**config.mk**
```make
export PLATFORM = sky130hd
export DESIGN_NAME = obj_face_fan_triangulator_unit
export DESIGN_NICKNAME = d
export VERILOG_FILES = /design/src/hdl/ofan_pkg.sv /design/src/hdl/obj_face_fan_triangulator_unit.sv /design/src/hdl/ofan_front.sv /design/src/hdl/ofan_back.sv
export VERILOG_INCLUDE_DIRS = /design/src /design/src/hdl
export SDC_FILE = /design/constraint.sdc
export NUM_CORES = 1
export LEC_CHECK = 0
export BUFFER_PORTS_ARGS = -buffer_cell sky130_fd_sc_hd__buf_4
export CORE_UTILIZATION = 65
export CTS_CLUSTER_SIZE = 40
export DETAILED_ROUTE_END_ITERATION = 16
export PLACE_DENSITY_LB_ADDON = 0.08
export SLEW_MARGIN = 20
export SYNTH_ARGS = -nofsm -noshare
export SYNTH_HDL_FRONTEND = slang
export SYNTH_HIERARCHICAL = 1
export SYNTH_SLANG_ARGS = --single-unit
```
**constraint.sdc**
```tcl
create_clock -name i_clk -period 12.5 [get_ports i_clk]
set_input_delay 1.25 -clock i_clk [delete_from_list [all_inputs] [get_ports i_clk]]
set_output_delay 1.25 -clock i_clk [all_outputs]
set_load 0.05 [all_outputs]
```
**src/hdl/obj_face_fan_triangulator_unit_assert.svh**
```systemverilog
// Assertion macros shared by the face fan triangulator RTL.
// Depends on nothing; included by the top level.
`ifndef OBJ_FACE_FAN_TRIANGULATOR_UNIT_ASSERT_SVH
`define OBJ_FACE_FAN_TRIANGULATOR_UNIT_ASSERT_SVH

// Same-cycle implication, disabled while reset is held.
`define OFAN_ASSERT_IMPLY(lbl, clk, rst_n, ante, cons) \
    lbl: assert property (@(posedge clk) disable iff (!rst_n) (ante) |-> (cons)) \
        else $error("ofan: same-cycle implication violated");

// Next-cycle implication, always active (used to check reset behavior).
`define OFAN_ASSERT_NEXT(lbl, clk, ante, cons) \
    lbl: assert property (@(posedge clk) (ante) |=> (cons)) \
        else $error("ofan: next-cycle implication violated");

`endif

```
**src/hdl/ofan_pkg.sv**
```systemverilog
// Shared types and constants of the face fan triangulator.
// No dependencies; imported by every module of the block.
`default_nettype none

package ofan_pkg;

    localparam int MAX_CORNERS = 1000;
    localparam int CNT_W       = $clog2(MAX_CORNERS + 1);

    // command queue between front and back, depth must be a power of two
    localparam int CQ_DEPTH = 4;
    localparam int CQ_AW    = $clog2(CQ_DEPTH);

    localparam logic [7:0] CH_NL    = 8'h0A;
    localparam logic [7:0] CH_TAB   = 8'h09;
    localparam logic [7:0] CH_CR    = 8'h0D;
    localparam logic [7:0] CH_SPACE = 8'h20;
    localparam logic [7:0] CH_PLUS  = 8'h2B;
    localparam logic [7:0] CH_MINUS = 8'h2D;
    localparam logic [7:0] CH_ZERO  = 8'h30;
    localparam logic [7:0] CH_NINE  = 8'h39;
    localparam logic [7:0] CH_F     = 8'h66;

    typedef struct packed {
        logic [7:0] data_byte;
        logic       stream_end;
    } t_in_item;

    typedef struct packed {
        logic signed [31:0] corner_a;
        logic signed [31:0] corner_b;
        logic signed [31:0] corner_c;
        logic               face_last;
    } t_result;

    typedef enum logic [2:0] {
        BC_NEWLINE,
        BC_SPACE,
        BC_LEAD_WS,
        BC_PLUS,
        BC_MINUS,
        BC_DIGIT,
        BC_F,
        BC_OTHER
    } t_byte_class;

    typedef struct packed {
        t_byte_class cls;
        logic [3:0]  digit;
        logic        last;
    } t_cmd;

    typedef struct packed {
        logic valid;
        t_cmd cmd;
    } t_cmd_link;

    typedef enum logic [1:0] {
        LM_START,
        LM_SKIP,
        LM_HEAD,
        LM_TOKENS
    } t_line_mode;

    typedef enum logic [1:0] {
        PH_LEAD,
        PH_DIGITS,
        PH_DONE
    } t_phase;

endpackage

`default_nettype wire

```
**src/hdl/obj_face_fan_triangulator_unit.sv**
```systemverilog
// OBJ face fan triangulator, byte-stream in, triangle stream out.
// Input channel: push/full carry one text byte plus a stream_end flag per item.
// Output channel: empty/pop carry one fan triangle per item; corners are the
//   face indices minus one, face_last marks the triangle closed by the line end or stream end.
// Throughput: one byte per clock while the receiver keeps popping. The front end
//   classifies each byte into a four-entry command queue; the back end runs the
//   line/token state machine on one command per cycle unless a full result queue
//   holds it, and writes triangles to that two-entry result queue.
// A byte that completes a triangle is registered in the command queue, then the
//   triangle is registered in the result queue, where it clears empty.
// Receiver stall: the result queue fills, the back end holds, then the command
//   queue fills and full rises; no item is lost or repeated.
// Reset (synchronous, active low): both queues empty, line state back to the
//   start of a line. No clearing pass is needed.
// Depends on ofan_pkg, ofan_front, ofan_back and the assertion macro header.
`default_nettype none
`include "obj_face_fan_triangulator_unit_assert.svh"

module obj_face_fan_triangulator_unit (
    input  logic                i_clk,
    input  logic                i_rst_n,
    input  logic                push,
    input  ofan_pkg::t_in_item  i_item,
    output logic                full,
    output logic                empty,
    input  logic                pop,
    output ofan_pkg::t_result   o_result
);
    import ofan_pkg::*;

    t_cmd_link w_link;
    logic      w_take;

    ofan_front u_front (
        .i_clk   (i_clk),
        .i_rst_n (i_rst_n),
        .i_push  (push),
        .i_item  (i_item),
        .o_full  (full),
        .o_link  (w_link),
        .i_take  (w_take)
    );

    ofan_back u_back (
        .i_clk    (i_clk),
        .i_rst_n  (i_rst_n),
        .i_link   (w_link),
        .o_take   (w_take),
        .o_result (o_result),
        .o_empty  (empty),
        .i_pop    (pop)
    );

    // the command queue only fills while a finished triangle is waiting
    `OFAN_ASSERT_IMPLY(a_full_has_result, i_clk, i_rst_n, full, !empty)
    // back end stalls only when results are waiting
    `OFAN_ASSERT_IMPLY(a_stall_has_result, i_clk, i_rst_n, w_link.valid && !w_take, !empty)
    `OFAN_ASSERT_NEXT(a_reset_empties, i_clk, !i_rst_n, empty && !full)

endmodule

`default_nettype wire

```
**src/hdl/ofan_front.sv**
```systemverilog
// Front end: classifies each accepted byte and queues it for the back end.
// Depends on ofan_pkg.
`default_nettype none

module ofan_front (
    input  logic                  i_clk,
    input  logic                  i_rst_n,
    input  logic                  i_push,
    input  ofan_pkg::t_in_item    i_item,
    output logic                  o_full,
    output ofan_pkg::t_cmd_link   o_link,
    input  logic                  i_take
);
    import ofan_pkg::*;

    t_cmd             w_cmd;
    t_cmd             r_mem [CQ_DEPTH];
    logic [CQ_AW-1:0] r_wr;
    logic [CQ_AW-1:0] r_rd;
    logic [CQ_AW:0]   r_count;
    logic [CQ_AW-1:0] n_wr;
    logic [CQ_AW-1:0] n_rd;
    logic [CQ_AW:0]   n_count;
    logic             w_push_fire;
    logic             w_pop_fire;

    // byte classifier
    always_comb begin
        w_cmd.last  = i_item.stream_end;
        w_cmd.digit = i_item.data_byte[3:0];
        if (i_item.data_byte == CH_NL) begin
            w_cmd.cls = BC_NEWLINE;
        end else if (i_item.data_byte == CH_SPACE) begin
            w_cmd.cls = BC_SPACE;
        end else if (i_item.data_byte >= CH_TAB && i_item.data_byte <= CH_CR) begin
            w_cmd.cls = BC_LEAD_WS;
        end else if (i_item.data_byte == CH_PLUS) begin
            w_cmd.cls = BC_PLUS;
        end else if (i_item.data_byte == CH_MINUS) begin
            w_cmd.cls = BC_MINUS;
        end else if (i_item.data_byte >= CH_ZERO && i_item.data_byte <= CH_NINE) begin
            w_cmd.cls = BC_DIGIT;
        end else if (i_item.data_byte == CH_F) begin
            w_cmd.cls = BC_F;
        end else begin
            w_cmd.cls = BC_OTHER;
        end
    end

    assign o_full      = (r_count == (CQ_AW + 1)'(CQ_DEPTH));
    assign w_push_fire = i_push && !o_full;
    assign w_pop_fire  = i_take && (r_count != '0);

    assign o_link.valid = (r_count != '0);
    assign o_link.cmd   = r_mem[r_rd];

    always_comb begin
        n_wr    = w_push_fire ? r_wr + 1'b1 : r_wr;
        n_rd    = w_pop_fire ? r_rd + 1'b1 : r_rd;
        n_count = r_count;
        if (w_push_fire && !w_pop_fire) begin
            n_count = r_count + 1'b1;
        end else if (!w_push_fire && w_pop_fire) begin
            n_count = r_count - 1'b1;
        end
    end

    always_ff @(posedge i_clk) begin
        if (w_push_fire) begin
            r_mem[r_wr] <= w_cmd;
        end
    end

    always_ff @(posedge i_clk) begin
        if (!i_rst_n) begin
            r_wr    <= '0;
            r_rd    <= '0;
            r_count <= '0;
        end else begin
            r_wr    <= n_wr;
            r_rd    <= n_rd;
            r_count <= n_count;
        end
    end

endmodule

`default_nettype wire

```
**src/hdl/ofan_back.sv**
```systemverilog
// Back end: line/token state machine, fan triangle generation, result queue.
// Depends on ofan_pkg.
`default_nettype none

module ofan_back (
    input  logic                  i_clk,
    input  logic                  i_rst_n,
    input  ofan_pkg::t_cmd_link   i_link,
    output logic                  o_take,
    output ofan_pkg::t_result     o_result,
    output logic                  o_empty,
    input  logic                  i_pop
);
    import ofan_pkg::*;

    localparam logic [CNT_W-1:0] CNT_MAX = CNT_W'(MAX_CORNERS);
    localparam logic [CNT_W-1:0] CNT_CAP = CNT_W'(MAX_CORNERS - 2);
    localparam logic [CNT_W-1:0] CNT_TRI = CNT_W'(2);

    t_cmd               w_cmd;
    t_line_mode         r_mode;
    t_line_mode         n_mode;
    t_phase             r_phase;
    t_phase             n_phase;
    logic               r_neg;
    logic               n_neg;
    logic [CNT_W-1:0]   r_count;
    logic [CNT_W-1:0]   n_count;
    logic [CNT_W-1:0]   w_cnt_inc;
    // token value and token value minus one are kept side by side
    logic signed [31:0] r_acc;
    logic signed [31:0] n_acc;
    logic signed [31:0] r_accm1;
    logic signed [31:0] n_accm1;
    logic signed [31:0] r_apex_m1;
    logic signed [31:0] n_apex_m1;
    logic signed [31:0] r_prior_m1;
    logic signed [31:0] n_prior_m1;
    logic signed [31:0] w_acc10;
    logic signed [5:0]  w_sd;
    logic signed [5:0]  w_sdm1;
    logic signed [31:0] w_feed;
    logic signed [31:0] w_feedm1;
    logic               w_tok;
    logic               w_fin;
    logic               w_tok_after;
    logic               w_emit;
    t_result            w_res;

    t_result            r_rq [2];
    logic               r_rq_wr;
    logic               r_rq_rd;
    logic [1:0]         r_rq_cnt;
    logic [1:0]         n_rq_cnt;
    logic               w_rq_full;
    logic               w_rq_pop;
    logic               w_rq_push;

    assign w_cmd     = i_link.cmd;
    assign w_rq_full = (r_rq_cnt == 2'd2);
    assign w_rq_pop  = i_pop && (r_rq_cnt != 2'd0);
    assign o_take    = i_link.valid && (!w_rq_full || w_rq_pop);
    assign w_rq_push = o_take && w_emit;
    assign o_empty   = (r_rq_cnt == 2'd0);
    assign o_result  = r_rq[r_rq_rd];

    // digit accumulate: acc*10 + signed digit, both for value and value-1
    assign w_acc10  = (r_acc <<< 3) + (r_acc <<< 1);
    assign w_sd     = r_neg ? -$signed({2'b00, w_cmd.digit}) : $signed({2'b00, w_cmd.digit});
    assign w_sdm1   = w_sd - 6'sd1;
    assign w_feed   = w_acc10 + {{26{w_sd[5]}}, w_sd};
    assign w_feedm1 = w_acc10 + {{26{w_sdm1[5]}}, w_sdm1};

    assign w_cnt_inc = (r_count < CNT_MAX) ? r_count + 1'b1 : r_count;

    // next line mode
    always_comb begin
        n_mode = r_mode;
        unique case (r_mode)
            LM_START: begin
                if (w_cmd.cls == BC_F) begin
                    n_mode = LM_HEAD;
                end else if (w_cmd.cls != BC_NEWLINE) begin
                    n_mode = LM_SKIP;
                end
            end
            LM_SKIP: begin
                if (w_cmd.cls == BC_NEWLINE) begin
                    n_mode = LM_START;
                end
            end
            LM_HEAD: begin
                if (w_cmd.cls == BC_SPACE) begin
                    n_mode = LM_TOKENS;
                end else if (w_cmd.cls == BC_NEWLINE) begin
                    n_mode = LM_START;
                end
            end
            LM_TOKENS: begin
                if (w_cmd.cls == BC_NEWLINE) begin
                    n_mode = LM_START;
                end
            end
            default: n_mode = LM_START;
        endcase
        if (w_cmd.last) begin
            n_mode = LM_START;
        end
    end

    // token datapath and result
    always_comb begin
        n_acc      = r_acc;
        n_accm1    = r_accm1;
        n_neg      = r_neg;
        n_phase    = r_phase;
        n_count    = r_count;
        n_apex_m1  = r_apex_m1;
        n_prior_m1 = r_prior_m1;
        w_emit     = 1'b0;
        w_res      = '0;

        w_tok = (r_mode == LM_TOKENS);
        w_fin = w_tok && (w_cmd.cls == BC_NEWLINE ||
                          (w_cmd.cls == BC_SPACE && r_count < CNT_CAP));
        w_tok_after = (w_tok && w_cmd.cls != BC_NEWLINE) ||
                      (r_mode == LM_HEAD && w_cmd.cls == BC_SPACE);

        if (w_fin) begin
            if (r_count == '0) begin
                n_apex_m1 = r_accm1;
            end
            if (r_count >= CNT_TRI) begin
                w_emit          = 1'b1;
                w_res.corner_a  = r_apex_m1;
                w_res.corner_b  = r_prior_m1;
                w_res.corner_c  = r_accm1;
                w_res.face_last = (w_cmd.cls == BC_NEWLINE);
            end
            n_prior_m1 = r_accm1;
            n_count    = (w_cmd.cls == BC_NEWLINE) ? '0 : w_cnt_inc;
            n_acc      = '0;
            n_accm1    = -32'sd1;
            n_neg      = 1'b0;
            n_phase    = PH_LEAD;
        end else if (w_tok) begin
            case (r_phase)
                PH_LEAD: begin
                    if (w_cmd.cls inside {BC_SPACE, BC_LEAD_WS}) begin
                        n_phase = PH_LEAD;
                    end else if (w_cmd.cls == BC_PLUS) begin
                        n_phase = PH_DIGITS;
                    end else if (w_cmd.cls == BC_MINUS) begin
                        n_neg   = 1'b1;
                        n_phase = PH_DIGITS;
                    end else if (w_cmd.cls == BC_DIGIT) begin
                        n_acc   = w_feed;
                        n_accm1 = w_feedm1;
                        n_phase = PH_DIGITS;
                    end else begin
                        n_phase = PH_DONE;
                    end
                end
                PH_DIGITS: begin
                    if (w_cmd.cls == BC_DIGIT) begin
                        n_acc   = w_feed;
                        n_accm1 = w_feedm1;
                    end else begin
                        n_phase = PH_DONE;
                    end
                end
                default: n_phase = r_phase;
            endcase
        end

        // stream end closes the open token, one result per item at most
        if (w_cmd.last) begin
            if (w_tok_after && !w_emit && n_count >= CNT_TRI) begin
                w_emit          = 1'b1;
                w_res.corner_a  = n_apex_m1;
                w_res.corner_b  = n_prior_m1;
                w_res.corner_c  = n_accm1;
                w_res.face_last = 1'b1;
            end
            n_count = '0;
            n_acc   = '0;
            n_accm1 = -32'sd1;
            n_neg   = 1'b0;
            n_phase = PH_LEAD;
        end
    end

    always_comb begin
        n_rq_cnt = r_rq_cnt;
        if (w_rq_push && !w_rq_pop) begin
            n_rq_cnt = r_rq_cnt + 2'd1;
        end else if (!w_rq_push && w_rq_pop) begin
            n_rq_cnt = r_rq_cnt - 2'd1;
        end
    end

    always_ff @(posedge i_clk) begin
        if (w_rq_push) begin
            r_rq[r_rq_wr] <= w_res;
        end
    end

    always_ff @(posedge i_clk) begin
        if (!i_rst_n) begin
            r_mode     <= LM_START;
            r_phase    <= PH_LEAD;
            r_neg      <= 1'b0;
            r_count    <= '0;
            r_acc      <= '0;
            r_accm1    <= -32'sd1;
            r_apex_m1  <= -32'sd1;
            r_prior_m1 <= -32'sd1;
            r_rq_wr    <= 1'b0;
            r_rq_rd    <= 1'b0;
            r_rq_cnt   <= 2'd0;
        end else begin
            if (o_take) begin
                r_mode     <= n_mode;
                r_phase    <= n_phase;
                r_neg      <= n_neg;
                r_count    <= n_count;
                r_acc      <= n_acc;
                r_accm1    <= n_accm1;
                r_apex_m1  <= n_apex_m1;
                r_prior_m1 <= n_prior_m1;
            end
            if (w_rq_push) begin
                r_rq_wr <= ~r_rq_wr;
            end
            if (w_rq_pop) begin
                r_rq_rd <= ~r_rq_rd;
            end
            r_rq_cnt <= n_rq_cnt;
        end
    end

endmodule

`default_nettype wire

```
Word-level counts from Yosys, hierarchy flattened. Memories as Yosys holds them, arrays and structs flattened. A register that Yosys moved wholly into a read port is not among the register bits. Index checks and enable logic that the tools add are counted.

Reduce and logical (&&, ||, !) cells: 47. $lt $le $gt $ge: 8. Muxes and demuxes: 73. Bitwise gates (word level): 2. Equality and inequality tests: 24. Add/subtract/negate cells: 12.

Operators with widths (number): $mux 32 (17); $mux 97 (4); $pmux 32 s2 (2); $add 32x32->32 (3); $mux 10 (4); $mux 2 (17); $eq 8x6->1 const B (3); $mux 3 (8); $ge 10x2->1 const B (2); $lt 10x10->1 const B (2); $mux 1 (18); $logic_and 1x1->1 (17); $ne 4x2->1 const B (4); $reduce_bool 3->1 (5); $eq 3x3->1 const B (4); $reduce_and 6->1 (2); $add 10x1->10 const B (1); $logic_not 10->1 (1); $eq 8x4->1 const B (1); $eq 8x7->1 const B (1); $ge 8x4->1 const B (1); $ge 8x6->1 const B (1); $le 8x4->1 const B (1); $le 8x6->1 const B (1); 25 further kinds (46).

Input port bits: 13. RAM bits: 226. Logic and storage cells: 182. Memories: 2. Output and inout port bits: 99. Bits in registers: 154.

Memory list: u_back.r_rq (words 2, width 97, rd ports 1, clocked after memory_dff 1, wr ports 1, RTL line ofan_back.sv:50) `t_result r_rq [2];`; u_front.r_mem (words 4, width 8, rd ports 1, clocked after memory_dff 1, wr ports 1, RTL line ofan_front.sv:17) `t_cmd r_mem [CQ_DEPTH];`.

Logic depth before layout (Yosys ltp).
Depth in word-level cells: 15. Mapped depth: 23. Gate-level depth less buffers: 23.

Hierarchy. Netlist, hierarchy kept.

Modules (own cells, without submodules): ofan_back (seq. area each 8768.4 µm², cells an instance 1819, area an instance 18377.6 µm², times used 1); ofan_front (seq. area each 1141.1 µm², cells an instance 117, area an instance 1791.7 µm², times used 1).

Worst setup path after synthesis. No wires, ideal clock.

Path type: register to register. Start: register (tool-made name). End: memory u_back/r_rq[0][0] (netlist bit), enable pin. Arrival: 6.777 ns. Buffers on the path: 3. Path slack: 5.168 ns. Clock period less this slack: 7.332 ns. Stages on the path, launching flop included: 14. Data required time: 11.945 ns. Library setup time: 0.555 ns. Cell sequence: dfxtp_1 > buf_2 > mux4_2 > and4bb_2 > o311a_1 > buf_2 > o21ai_0 > a211oi_1 > or4_4 > o41ai_4 > buf_4 > nand2_2 > nand2_1 > nor2_1.

RTL lines (RTL line): end, declared (ofan_back.sv:50).

==> impl_metrics.env <==
export IMPL_status="finished clean"
export IMPL_pwr_share_clk_pct=39.5
export IMPL_via_count=15700
export IMPL_grt_max_degree=97
export IMPL_fin_total_pwr_mw=2.98
export IMPL_syn_num_nets=2049
export IMPL_port_buffers=111
export IMPL_startpoint_type="flip-flop"
export IMPL_fin_cells=2442
export IMPL_synth_seq_cells=382
export IMPL_antenna_found_initial=0
export IMPL_hp_start="u_back/r_apex_m1[4]$_SDFFE_PN1P_"
export IMPL_cts_buffers_inserted=39
export IMPL_min_path_cells=2
export IMPL_finalWirelength_mm=48.8
export IMPL_yosysUniqueCellTypes=80
export IMPL_hpwl_mm=32.8
export IMPL_insertion_delay_ns=0.54
export IMPL_fmax_mhz=169
export IMPL_cts_setup_buffers=0
export IMPL_rows=64
export IMPL_initial_core_util_pct=65.9
export IMPL_cp_max_fo=27
export IMPL_synth_top_area_share_pct=33.6
export IMPL_p_switching_mw=0.816
export IMPL_final_antenna_net_count=0
export IMPL_grt_usage_pct=30.2
export IMPL_yosysSeqAreaShare_pct=49.1
export IMPL_h_tree_depth=2
export IMPL_crit_required_ns=12.75
export IMPL_power_density_mw_per_mm2=131
export IMPL_r2r_slack_ns=6.59
export IMPL_cts_hold_buf=0
export IMPL_synth_edf_count=226
export IMPL_final_max_slew_viol_count=0
export IMPL_firstDrtPassIters=6
export IMPL_clock_root_buffer="clkbuf_16"
export IMPL_yosysWarnings=6
export IMPL_switching_share_pct=27.4
export IMPL_vias_per_cell=6.42
export IMPL_drtIter0Drc=1554
export IMPL_dieArea_mm2=0.0317
export IMPL_end_kind="flip-flop"
export IMPL_mostFrequentLayoutCells="nand2_1, edfxtp_1, dfxtp_1, buf_4, nor2_1"
export IMPL_slew_headroom_pct=29.8
export IMPL_internal_power_mw=2.16
export IMPL_drive_above_1_share_pct=16.1
export IMPL_final_common_cell="nand2_1"
export IMPL_hp_class="reg2reg"
export IMPL_cts_resized=0
export IMPL_tightest_slew_ns=1.05
export IMPL_drc_errors=0
export IMPL_grt_ovfl_total=0
export IMPL_die_h_um=178
export IMPL_rsz0062_at_grt="false"
export IMPL_gp_congestion=0.961
export IMPL_die_width_um=178
export IMPL_placed_cells=2369
export IMPL_pwr_share_comb_pct=14.7
export IMPL_postSynthCellCount=1936
export IMPL_synth_ff_type="edfxtp_1"
export IMPL_p_leak_nw=9.78
export IMPL_clk_pin_slew_ns=0.06
export IMPL_crit_arrival_ns=6.15
export IMPL_antenna_cells=0
export IMPL_netlist_area_mm2=0.0202
export IMPL_nNetsFinal=2128
export IMPL_yosysTopAreaCell="edfxtp_1"
export IMPL_avgSynthCellArea_um2=10.4
export IMPL_cts_tree="built"
export IMPL_seqPwrFrac_pct=45.9
export IMPL_grt_pass1_vias=14700
export IMPL_fin_crit_sh_pct=47.2
export IMPL_synth_area_leaders="edfxtp_1, dfxtp_1, ha_1"
export IMPL_fin_crit_ns=5.91
export IMPL_fillers=2110
export IMPL_grt_pass1_wl_mm=75.6
export IMPL_setup_violations=0
export IMPL_clockBufferDepth=3
export IMPL_clock_skew_ns=0.0185
export IMPL_area_growth_pct=12.5
export IMPL_avgRoutedWirePerCell_um=20.0
export IMPL_place_ws_ns=6.38
export IMPL_maxCapViolCount=0
export IMPL_core_mm2=0.0306
export IMPL_worst_slack_ns=6.59
export IMPL_rr_endpoint="u_back/r_rq[1][32]$_DFFE_PP_"
export IMPL_worst_r2r_path_depth=19
export IMPL_setup_tns_ns=0
export IMPL_async_flop_share_pct=0
export IMPL_cts_sinks=382
export IMPL_path_class="reg2reg"
export IMPL_io_pins=112
export IMPL_ir_drop_mv=0.115
export IMPL_hold_end="u_back/r_apex_m1[4]$_SDFFE_PN1P_"
export IMPL_final_hold_viol_count=0
[per-layer routing]
layer | share of wire (%) | global-route usage [%] | up-vias
met3 | 6.5 | 4.03 | 88
met1 | 44 | 41.2 | 7591
met5 | 0 | 0 | -
met4 | 2.7 | 10.2 | 0
li1 | - | - | 7379
met2 | 47 | 49.6 | 622
[power groups by stage]
stage | clock (mW) | sequential (mW) | combinational [mW]
6_report | 1.17 | 1.36 | 0.437
2_1_floorplan | 0 | 1.38 | 0.314
3_5_place_dp | 0 | 1.39 | 0.425
5_1_grt | 1.24 | 1.37 | 0.471
4_1_cts | 1.19 | 1.36 | 0.428
3_3_place_gp | 0 | 1.39 | 0.417
[layout make-up]
| class | instances | area [um2] | area share, % |
|---|---|---|---|
| Sequential cell | 382 | 9910 | 43.7 |
| Multi-Input combinational cell | 1417 | 9790 | 43.2 |
| Clock buffer | 50 | 1080 | 4.75 |
| Timing Repair Buffer | 133 | 1020 | 4.49 |
| Tap cell | 396 | 495 | 2.18 |
| Clock inverter | 22 | 230 | 1.01 |
| Inverter | 42 | 159 | 0.700 |
[worst max path at each step]
stage | to | slack (ns) | cells after the start
after detailed placement | u_back/r_rq[0][32]$_DFFE_PP_ | 6.38 | 15
after global routing | u_back/r_rq[1][32]$_DFFE_PP_ | 6.19 | 19
final | u_back/r_rq[1][32]$_DFFE_PP_ | 6.59 | 19
after floorplan | u_back/r_rq[0][0]$_DFFE_PP_ | 5.17 | 13
after global placement | u_back/r_rq[0][32]$_DFFE_PP_ | 6.46 | 15
after CTS | u_back/r_rq[1][32]$_DFFE_PP_ | 6.34 | 15
[kinds of logic (layout without fill, tap and decap cells)]
kind of cell               count (synthesis)  count (layout)  synth area share (%)
adders and majority gates                100             100                  6.35
DFF                                      382             382                  49.1
xor gates and xnor gates                  87              87                  3.78
and+or+nand+nor                          611             611                  14.0
AOI/OAI and AO/OA                        508             508                  17.5
muxes                                    111             111                  6.61
buffers and inverters                    137             247                  2.64
[flip-flops by register name, summed over array words and instances, names as in the netlist, named ones only]
signal             cells
u_back/r_prior_m1     32
u_back/r_rq_cnt        2
u_front/r_rd           2
u_front/r_mem         32
u_back/r_rq_rd         1
u_back/r_rq_wr         1
u_back/r_neg           1
u_back/r_mode          2
u_back/r_phase         2
u_back/r_apex_m1      32
u_back/r_acc          31
u_back/r_count        10
u_front/r_count        3
u_back/r_rq          194
u_front/r_wr           2
u_back/r_accm1        32
[through the flow]
| stage | hold slack, ns | area, um2 | util, % |
|---|---|---|---|
| after floorplan | 0.441 | 20200 | - |
| after global placement | 0.449 | 21300 | 69.8 |
| after detailed placement | 0.455 | 21300 | 69.8 |
| after CTS | 0.470 | 22700 | 74.1 |
| after global routing | 0.478 | 22700 | 74.2 |
| final | 0.468 | 22700 | 74.2 |
[worst max-delay path, stage by stage (launching register included)]
cell	delay, ns
dfxtp_1	0.65
mux4_2	0.66
inv_1	0.12
ha_1	0.20
nand2b_1	0.12
a21oi_1	0.14
a21oi_1	0.08
nor2_1	0.17
a31o_2	0.57
ha_1	0.41
a21o_1	0.21
or3_1	0.37
o2111ai_1	0.18
o21ai_0	0.18
o31a_1	0.37
a2111oi_0	0.54
xnor2_1	0.17
xnor2_1	0.16
a21oi_1	0.18
o21ai_0	0.13
[cells in the mapped netlist, types with 18 or more instances]
master      n
a21oi_1    98
xor2_1     29
a21o_1     31
clkbuf_1   81
nand2b_1   23
nand3_1    95
a211oi_1   25
inv_1      41
nand2_1   255
dfxtp_1   156
a22oi_1    27
nor3_1     24
edfxtp_1  226
a22o_1     77
o31ai_1    18
mux2_2     98
xnor2_1    58
o21ai_0    90
nor2_1    109
o21a_1     23
ha_1       96
nor2b_1    37
(Power assumes the default switching activity.)
